--- src/rtl/knc_pkg.sv ---
// Shared types and constants for the k-nearest candidate list.
// No dependencies; imported by knc_cell and k_nearest_candidate_list.
`timescale 1ns / 1ps

package knc_pkg;

    localparam int DIST_W = 32;
    localparam int NODE_W = 10;
    localparam int OUT_W  = 11;

    typedef struct packed {
        logic [DIST_W-1:0] dist_key;
        logic [NODE_W-1:0] node;
    } slot_t;

    typedef struct packed {
        logic insert;   // place the broadcast candidate this cycle
        logic drain;    // shift the whole row toward the head
    } cell_ctl_t;

    localparam slot_t EMPTY_SLOT = '{dist_key: {DIST_W{1'b1}}, node: '0};

endpackage

--- src/rtl/k_nearest_candidate_list.sv ---
// A candidate without row_end is absorbed into the chain by the clock edge that accepts it.
// Throughput: one candidate per cycle while collecting; a row_end transaction
// then holds off input while the chain drains all NEIGHBOURS slots into the
// output register, one slot per cycle while the output is free, and then
// while the sink node goes out.
// Reset: chain empty (maximum distance, node 0), node_count 1, no output pending.
// Depends on knc_pkg and knc_cell.
`timescale 1ns / 1ps

module k_nearest_candidate_list
    import knc_pkg::*;
#(
    parameter int NEIGHBOURS = 8,
    parameter int MAX_NODES  = 1023
)
(
    input  logic              clk,
    input  logic              rst_n,
    // candidate stream
    input  logic              in_valid,
    output logic              in_ready,
    input  logic [NODE_W-1:0] row_node,
    input  logic [NODE_W-1:0] column_node,
    input  logic [DIST_W-1:0] distance,
    input  logic              row_end,
    // neighbour stream
    output logic              out_valid,
    input  logic              out_ready,
    output logic [OUT_W-1:0]  neighbour_node,
    output logic              last_of_row,
    // configuration
    input  logic              cfg_valid,
    output logic              cfg_ready,
    input  logic [NODE_W-1:0] node_count
);

    localparam int CNT_W = (NEIGHBOURS > 1) ? $clog2(NEIGHBOURS) : 1;

    typedef enum logic [1:0] {
        S_COLLECT,
        S_DRAIN,
        S_SINK
    } state_t;

    state_t             state_reg, state_next;
    logic [CNT_W-1:0]   drain_cnt_reg, drain_cnt_next;
    logic [NODE_W-1:0]  node_count_reg;
    logic               out_valid_reg, out_valid_next;
    logic [OUT_W-1:0]   neighbour_reg, neighbour_next;
    logic               last_reg, last_next;

    slot_t              chain_slot [NEIGHBOURS];
    logic               chain_le   [NEIGHBOURS];
    cell_ctl_t          ctl;
    slot_t              cand;
    logic               in_fire;
    logic               out_free;

    // Configuration: always ready; clamp the node count to the supported range.
    assign cfg_ready = 1'b1;

    always_ff @(posedge clk or negedge rst_n)
    begin
        if (!rst_n)
        begin
            node_count_reg <= NODE_W'(1);
        end
        else if (cfg_valid)
        begin
            if (32'(node_count) > 32'(MAX_NODES))
            begin
                node_count_reg <= NODE_W'(MAX_NODES);
            end
            else
            begin
                node_count_reg <= node_count;
            end
        end
    end

    // Input is taken only while collecting; the row_end transaction itself
    // still inserts its candidate before the drain starts.
    assign in_ready = (state_reg == S_COLLECT);
    assign in_fire  = in_valid && in_ready;
    assign out_free = !out_valid_reg || out_ready;

    assign cand.dist_key = distance;
    assign cand.node     = column_node;
    assign ctl.insert    = in_fire && (row_node != column_node);
    assign ctl.drain     = (state_reg == S_DRAIN) && out_free;

    // Chain of cells: insertion shifts toward the tail, drain toward the head.
    // Draining pulls empty slots in from the tail, which clears the list.
    for (genvar k = 0; k < NEIGHBOURS; k++)
    begin : g_cell
        slot_t left_slot;
        logic  left_le;
        slot_t right_slot;

        if (k == 0)
        begin : g_head
            assign left_slot = EMPTY_SLOT;
            assign left_le   = 1'b0;
        end
        else
        begin : g_body
            assign left_slot = chain_slot[k-1];
            assign left_le   = chain_le[k-1];
        end

        if (k == NEIGHBOURS - 1)
        begin : g_tail
            assign right_slot = EMPTY_SLOT;
        end
        else
        begin : g_inner
            assign right_slot = chain_slot[k+1];
        end

        knc_cell u_cell (
            .clk        (clk),
            .rst_n      (rst_n),
            .ctl        (ctl),
            .cand       (cand),
            .left_slot  (left_slot),
            .left_le    (left_le),
            .right_slot (right_slot),
            .slot       (chain_slot[k]),
            .le         (chain_le[k])
        );
    end

    // Sequencer: collect, drain the chain head into the output register,
    // then emit the sink node.
    always_comb
    begin
        state_next     = state_reg;
        drain_cnt_next = drain_cnt_reg;
        out_valid_next = out_valid_reg && !out_ready;
        neighbour_next = neighbour_reg;
        last_next      = last_reg;

        unique case (state_reg)
            S_COLLECT:
            begin
                if (in_fire && row_end)
                begin
                    state_next     = S_DRAIN;
                    drain_cnt_next = '0;
                end
            end
            S_DRAIN:
            begin
                if (out_free)
                begin
                    // drop empty slots; present occupied ones in order
                    if (chain_slot[0].node != '0)
                    begin
                        out_valid_next = 1'b1;
                        neighbour_next = OUT_W'(chain_slot[0].node);
                        last_next      = 1'b0;
                    end
                    if (drain_cnt_reg == CNT_W'(NEIGHBOURS - 1))
                    begin
                        state_next = S_SINK;
                    end
                    else
                    begin
                        drain_cnt_next = drain_cnt_reg + CNT_W'(1);
                    end
                end
            end
            S_SINK:
            begin
                if (out_free)
                begin
                    out_valid_next = 1'b1;
                    neighbour_next = OUT_W'(node_count_reg) + OUT_W'(1);
                    last_next      = 1'b1;
                    state_next     = S_COLLECT;
                end
            end
            default:
            begin
                state_next = S_COLLECT;
            end
        endcase
    end

    always_ff @(posedge clk or negedge rst_n)
    begin
        if (!rst_n)
        begin
            state_reg     <= S_COLLECT;
            drain_cnt_reg <= '0;
            out_valid_reg <= 1'b0;
            neighbour_reg <= '0;
            last_reg      <= 1'b0;
        end
        else
        begin
            state_reg     <= state_next;
            drain_cnt_reg <= drain_cnt_next;
            out_valid_reg <= out_valid_next;
            neighbour_reg <= neighbour_next;
            last_reg      <= last_next;
        end
    end

    assign out_valid      = out_valid_reg;
    assign neighbour_node = neighbour_reg;
    assign last_of_row    = last_reg;

    // A row_end transaction always starts a drain.
    a_row_end_drains: assert property (@(posedge clk) disable iff (!rst_n)
        (in_valid && in_ready && row_end) |=> (state_reg == S_DRAIN))
        else $error("row_end transaction did not start a drain");

    // A pending sink entry is always gone before the next sink is due.
    a_sink_not_in_sink: assert property (@(posedge clk) disable iff (!rst_n)
        (out_valid && last_of_row) |-> (state_reg != S_SINK))
        else $error("sink entry still pending at the next sink");

    // Neighbour entries never carry the empty-slot marker.
    a_no_empty_out: assert property (@(posedge clk) disable iff (!rst_n)
        (out_valid && !last_of_row) |-> (neighbour_node != '0))
        else $error("empty slot emitted as neighbour");

    // The full drain leaves the chain empty before the sink goes out.
    a_cleared_at_sink: assert property (@(posedge clk) disable iff (!rst_n)
        (state_reg == S_SINK) |-> (chain_slot[0].node == '0))
        else $error("chain not cleared after drain");

endmodule

--- src/rtl/knc_cell.sv ---
// One slot of the sorted candidate chain.
// Depends on knc_pkg for slot_t, cell_ctl_t and EMPTY_SLOT.
`timescale 1ns / 1ps

module knc_cell
    import knc_pkg::*;
(
    input  logic      clk,
    input  logic      rst_n,
    input  cell_ctl_t ctl,
    input  slot_t     cand,
    input  slot_t     left_slot,
    input  logic      left_le,
    input  slot_t     right_slot,
    output slot_t     slot,
    output logic      le
);

    slot_t slot_reg;
    slot_t slot_next;

    // Candidate belongs at or before this slot.
    assign le   = (cand.dist_key <= slot_reg.dist_key);
    assign slot = slot_reg;

    always_comb
    begin
        slot_next = slot_reg;
        if (ctl.drain)
        begin
            slot_next = right_slot;
        end
        else if (ctl.insert)
        begin
            if (left_le)
            begin
                slot_next = left_slot;      // shift back behind the new entry
            end
            else if (le)
            begin
                slot_next = cand;           // first slot not smaller: take it
            end
        end
    end

    always_ff @(posedge clk or negedge rst_n)
    begin
        if (!rst_n)
        begin
            slot_reg <= EMPTY_SLOT;
        end
        else
        begin
            slot_reg <= slot_next;
        end
    end

endmodule
--- config.mk ---
export PLATFORM = sky130hd
export DESIGN_NAME = k_nearest_candidate_list
export DESIGN_NICKNAME = d
export VERILOG_FILES = /design/src/rtl/knc_pkg.sv /design/src/rtl/k_nearest_candidate_list.sv /design/src/rtl/knc_cell.sv
export SDC_FILE = /design/constraint.sdc
export NUM_CORES = 1
export LEC_CHECK = 0
export BUFFER_PORTS_ARGS = -buffer_cell sky130_fd_sc_hd__buf_2
export CAP_MARGIN = 20
export CORE_ASPECT_RATIO = 0.5
export CORE_MARGIN = 2
export CORE_UTILIZATION = 40
export CTS_BUF_LIST = sky130_fd_sc_hd__clkbuf_8
export DETAILED_ROUTE_END_ITERATION = 8
export PLACE_DENSITY = 0.52
export SLEW_MARGIN = 20
export SYNTH_ARGS = -nofsm -noshare
export SYNTH_HDL_FRONTEND = slang
export SYNTH_HIERARCHICAL = 1
export SYNTH_SLANG_ARGS = --single-unit
export TNS_END_PERCENT = 10
--- constraint.sdc ---
create_clock -name clk -period 5.21 [get_ports clk]
set_clock_uncertainty 0.2 [all_clocks]
set_input_delay 1.042 -clock clk [delete_from_list [all_inputs] [get_ports clk]]
set_output_delay 1.042 -clock clk [all_outputs]
set_load 0.02 [all_outputs]
==> results of run 1 <==
-- per-layer routing --
metal  up-vias  wire [µm]  global-route usage
met1     10876      42400               0.330
met3       112       2560              0.0299
met2       336      37900               0.375
met5         -          0                   0
li1      10732          -                   -
met4         0       1900              0.0609
-- where the power goes --
group,internal [mW],leakage [nW],switching [mW]
registers,5.06,4.01,1.12
logic,6.17,10.6,8.09
clock network,1.42,0.747,1.34
total,12.6,15.4,10.6
-- cell usage in the layout (no fill, tap or decap), types with 15 or more instances in the layout --
cell type  count
mux2_2        24
dfrtp_1      107
a21o_1        15
a21oi_1      363
nand2_1      161
inv_1        288
ha_1         262
nand4_1       51
nor2_1       280
buf_2         80
dfstp_2      257
buf_4         64
mux2_4        73
o21ai_0      131
conb_1        86
buf_12        16
mux2i_1      585
clkbuf_8      82
-- worst min path at each step --
| stage | slack [ps] | endpoint |
|---|---|---|
| finish | 170 | g_cell[6].u_cell/slot[0]$_DFFE_PN0P_ |
| global route | 180 | g_cell[6].u_cell/slot[0]$_DFFE_PN0P_ |
| CTS | 150 | g_cell[6].u_cell/slot[0]$_DFFE_PN0P_ |
| detailed placement | 290 | neighbour_node[1]$_DFFE_PN0P_ |
| global placement | 290 | g_cell[0].u_cell/slot[41]$_DFFE_PN1P_ |
| floorplan | 270 | g_cell[0].u_cell/slot[11]$_DFFE_PN1P_ |
-- final cells by class --
class                   count  area, µm²
inverters                 261        980
clock buffers              82       1130
multi-input cells        2250      17500
clock inverters            32        143
flip-flops and latches    364       9430
well taps                 945       1180
repair buffers            161       1220
fillers                  6756      37900
-- worst max-delay path: stages, from the launching register on --
cell and delay, ps:
dfstp_2 530, inv_1 70, ha_1 300, nand4_1 330, a2111oi_0 130, a2111o_1 510
a21o_1 220, nand2_4 70, a211oi_1 50, a2bb2oi_1 170, a21oi_4 820, buf_12 290
mux2_2 350
==> key figures, run 1 <==
Pwr
  • Static leakage: 15.4 nW
  • VDD IR max: 0.000419 V
  • Total power: 23.2 mW
  • P per Cell Area: 734 nW/µm²

Logic synthesis
  • Synth warn: 6
  • Cells after synthesis: 2941
  • Syn_area_per_cell: 9.64 µm²
  • Synthesized area: 28300 µm²

Critical path
  • Reg2reg start: g_cell[0].u_cell/slot[19]$_DFFE_PN1P_
  • Critical path arrival: 4500 ps
  • R2R cell count: 12
  • R2R Path End: g_cell[1].u_cell/slot[9]$_DFFE_PN0P_
  • End point of the critical path: g_cell[1].u_cell/slot[9]$_DFFE_PN0P_
  • R2R setup slack: 1050 ps
  • Crit path launch type: flop
  • Worst-path maximum fanout: 18
  • Worst path required time: 5550 ps
  • Crit path from: g_cell[0].u_cell/slot[19]$_DFFE_PN1P_
  • Setup CP Type: reg2reg
  • Kind of end point of the critical path: flop

Finish
  • Share of cells above drive strength 1: 0.209
  • Antenna fix cells: 0
  • Final nets: 3434
  • Area grow syn2layout: 11.6%
  • Post-Route Utilization: 0.455
  • Max reg flops: 336
  • Non-filler instance count after layout: 4095
  • Design area: 31600 µm²

Status
  • Status: finished clean

Floorplan
  • Initial core utilization: 0.408
  • Ports: 83
  • Chip height: 192 µm
  • Core box area: 69500 µm²
  • Die ar.: 73100 µm²
  • Row cnt: 68
  • Die X: 380 µm

Place
  • DP Wirelength: 60800 µm
  • Place WS: 440 ps
  • # placed instances: 3981
  • Area after DPL: 30300 µm²
  • Input/output buffers: 81
  • GP Congestion: 0.866

Drt
  • Routed length per instance: 20.7 µm
  • Via-per-instance ratio: 5.39
  • DRT Pass-1 Iters: 5
  • DR DRC count: 0
  • Routed Antenna Nets: 0
  • Initial DRC count: 1245
  • Via count: 22056
  • Drt total wl: 84700 µm

STA
  • Worst hold slack: 166 ps
  • RSZ-0062 raised after global routing: false
  • Slew @ Worst Pin: 1070 ps
  • Final Hold Fails: 0
  • Fin. max-slew vios: 0
  • Achievable Freq: 240 MHz
  • Final setup vio count: 0
  • Setup TNS: 0 ps
  • Final min period: 4160 ps
  • Tcrit/Tclk final: 0.798
  • Worst slew margin: 0.286
  • PnR worst setup slack: 1050 ps

Job
  • MaxCap Viol Count: 0

Global route
  • Number of global-route vias before repair: 22061
  • Largest net degree at the start of global routing: 202
  • Gr ovfl total: 0
  • Total GRT Usage: 0.233
  • Global-route wire length before repair: 133000 µm
  • Initial antenna violation count: 2

Clock network
  • CTS resizes: 0
  • Post CTS Setup Buffer Count: 0
  • CTS Root Cell: clkbuf_8
  • CTS Hold Bufs: 0
  • CTS max path bufs: 3
  • CTS HTree Levels: 3
  • Worst-Skew Late Latency: 670 ps
  • Clk slew on worst S/H paths: 60 ps
  • CTS tree: yes
  • TritonCTS Buffers: 66
  • CTS sink cnt: 364

Worst hold path
  • Hold Path Class: in2async
Note: power is estimated with default switching activity, not from simulation.
==> run 2: changes to the inputs <==
--- a/config.mk
+++ b/config.mk
@@ -12,7 +12,7 @@
 export CORE_UTILIZATION = 40
 export CTS_BUF_LIST = sky130_fd_sc_hd__clkbuf_8
 export DETAILED_ROUTE_END_ITERATION = 8
-export PLACE_DENSITY = 0.52
+export PLACE_DENSITY = 0.54
 export SLEW_MARGIN = 20
 export SYNTH_ARGS = -nofsm -noshare
 export SYNTH_HDL_FRONTEND = slang
==> constraint.sdc (replaced) <==
create_clock -name clk -period 3.4 [get_ports clk]
set_clock_uncertainty 0.2 [all_clocks]
set_input_delay 0.68 -clock clk [delete_from_list [all_inputs] [get_ports clk]]
set_output_delay 0.68 -clock clk [all_outputs]
set_load 0.02 [all_outputs]
==> key figures, run 2 (synthesized netlist as in run 1, its figures left out) <==
Clock network
  • Clk slew on worst S/H paths: 70 ps
  • CTS tree: yes
  • CTS Root Cell: clkbuf_8
  • CTS max path bufs: 3
  • CTS sink cnt: 364
  • CTS HTree Levels: 2
  • TritonCTS Buffers: 61
  • Worst-Skew Late Latency: 740 ps

Status
  • Failing checks: negative setup slack
  • Status: finished with violations

Worst hold path
  • Hold Path Class: in2reg

Critical path
  • Worst path required time: 3800 ps
  • Crit path launch type: flop
  • Worst-path maximum fanout: 18
  • Kind of end point of the critical path: flop
  • Setup CP Type: reg2reg
  • Critical path arrival: 3820 ps

Finish
  • Area grow syn2layout: 24.9%
  • Most common cell after layout, fill and taps aside: mux2i_1
  • Design area: 35400 µm²
  • Register area: 9430 µm²
  • Most frequent cells in the layout: mux2i_1, a21oi_1, buf_4
  • Max reg flops: 336
  • Multi-input gate area: 18400 µm²
  • Final nets: 3735
  • Share of cells above drive strength 1: 0.308
  • Non-filler instance count after layout: 4397
  • # fillers: 6432

Drt
  • Via count: 23156
  • DRT Pass-1 Iters: 7
  • Drt total wl: 85900 µm
  • DR DRC count: 0
  • Routed length per instance: 19.5 µm
  • Routed Antenna Nets: 0
  • Via-per-instance ratio: 5.27
  • Initial DRC count: 1265

STA
  • Setup TNS: -59.5 ps
  • Slew @ Worst Pin: 988 ps
  • Fin. max-slew vios: 0
  • RSZ-0062 raised after global routing: true
  • Tcrit/Tclk final: 1.01
  • Achievable Freq: 292 MHz
  • PnR worst setup slack: -19.5 ps
  • Final min period: 3420 ps
  • Final Hold Fails: 0
  • Worst slew margin: 0.342
  • Final setup vio count: 8

Global route
  • Total GRT Usage: 0.227
  • Largest net degree at the start of global routing: 224
  • Global-route wire length before repair: 131000 µm
  • Gr ovfl total: 0
  • Number of global-route vias before repair: 23173
  • Initial antenna violation count: 5

Floorplan
  • Chip height: 192 µm
  • Initial core utilization: 0.408
  • Die X: 380 µm
  • Core box area: 69500 µm²
  • Ports: 83
  • Row cnt: 68
  • Die ar.: 73100 µm²

Pwr
  • P per Cell Area: 1130 nW/µm²
  • VDD IR max: 0.00101 V
  • Static leakage: 17.1 nW

Place
  • # placed instances: 4245
  • GP Congestion: 0.876
  • Area after DPL: 32600 µm²
  • DP Wirelength: 61700 µm
  • Input/output buffers: 81

Job
  • MaxCap Viol Count: 0
==> run 2: cell types whose count changed in the layout (fill, tap and decap cells not counted), moves of 11 or more <==
cell	delta
buf_12	+31
buf_4	+241
buf_6	+15
dlygate4sd3_1	+11
ha_1	-43
ha_4	+43
inv_1	-31
inv_2	+19
==> run 2: timing repair <==
item | in CTS | in global routing
hold buffers | 11 | 0
hold endpoints to repair | 49 | 0
pin swaps | 3 | 45
setup endpoints to repair | 220 | 287
buffers inserted | 0 | 27
cloned | 0 | 4
resized for setup | 22 | 140
==> run 2: worst max-delay path, cell delays in order (launching register included) <==
cell       delay (ps)
dfstp_2           530
inv_1              80
ha_1              320
nand4_1           240
a2111oi_2         400
a2111o_1          250
a21o_1            170
nand2_4            60
a211oi_1          260
a2bb2oi_2         210
a21oi_4            60
buf_12            180
mux2_4            310
==> run 2: layer usage <==
layer,vias to the layer above,share of wire,track usage
li1,11334,-,-
met1,11408,0.50,0.322
met2,303,0.45,0.369
met3,111,0.028,0.0243
met4,0,0.021,0.0580
met5,-,0,0
==> run 2: layout make-up <==
| class | count | share of cell area |
|---|---|---|
| repair buffers | 467 | 0.116 |
| clock inverters | 33 | 0.00781 |
| well taps | 945 | 0.0334 |
| flip-flops and latches | 364 | 0.266 |
| inverters | 261 | 0.0277 |
| clock buffers | 76 | 0.0296 |
| multi-input cells | 2250 | 0.519 |
| diodes | 1 | 0.0000707 |
==> run 2: stage by stage <==
stage	hold WS [ps]	utilization	setup WS (ps)	power (mW)
after detailed placement	283	0.470	-588	33.4
after CTS	43.8	0.492	-11.9	38.2
after floorplan	184	-	3.91	25.6
final	121	0.509	-19.5	39.9
after global placement	281	0.470	-466	32.9
after global routing	130	0.509	-121	42.8
==> run 2: power breakdown <==
group | internal (mW) | total (mW) | switching (mW)
combinational | 12.6 | 26.2 | 13.6
sequential | 7.73 | 9.34 | 1.61
clock | 2.33 | 4.43 | 2.10
total | 22.7 | 39.9 | 17.3
==> run 2: path summary, 6_finish.rpt <==
check                                                 startpoint                                    end  slack [ps]  cells after the start
setup / recovery           g_cell[3].u_cell/slot[21]$_DFFE_PN1P_   g_cell[4].u_cell/slot[5]$_DFFE_PN0P_         -20                     12
hold / removal                                         cfg_valid          node_count_reg[6]$_DFFE_PN0P_         120                      3
setup reg to reg           g_cell[3].u_cell/slot[21]$_DFFE_PN1P_   g_cell[4].u_cell/slot[5]$_DFFE_PN0P_         -20                     12
hold reg to reg            g_cell[0].u_cell/slot[36]$_DFFE_PN1P_  g_cell[0].u_cell/slot[36]$_DFFE_PN1P_         300                      2
max in group asynchronous                                  rst_n  g_cell[6].u_cell/slot[19]$_DFFE_PN1P_        1830                      3
min in group asynchronous                                  rst_n   g_cell[7].u_cell/slot[6]$_DFFE_PN0P_         300                      2
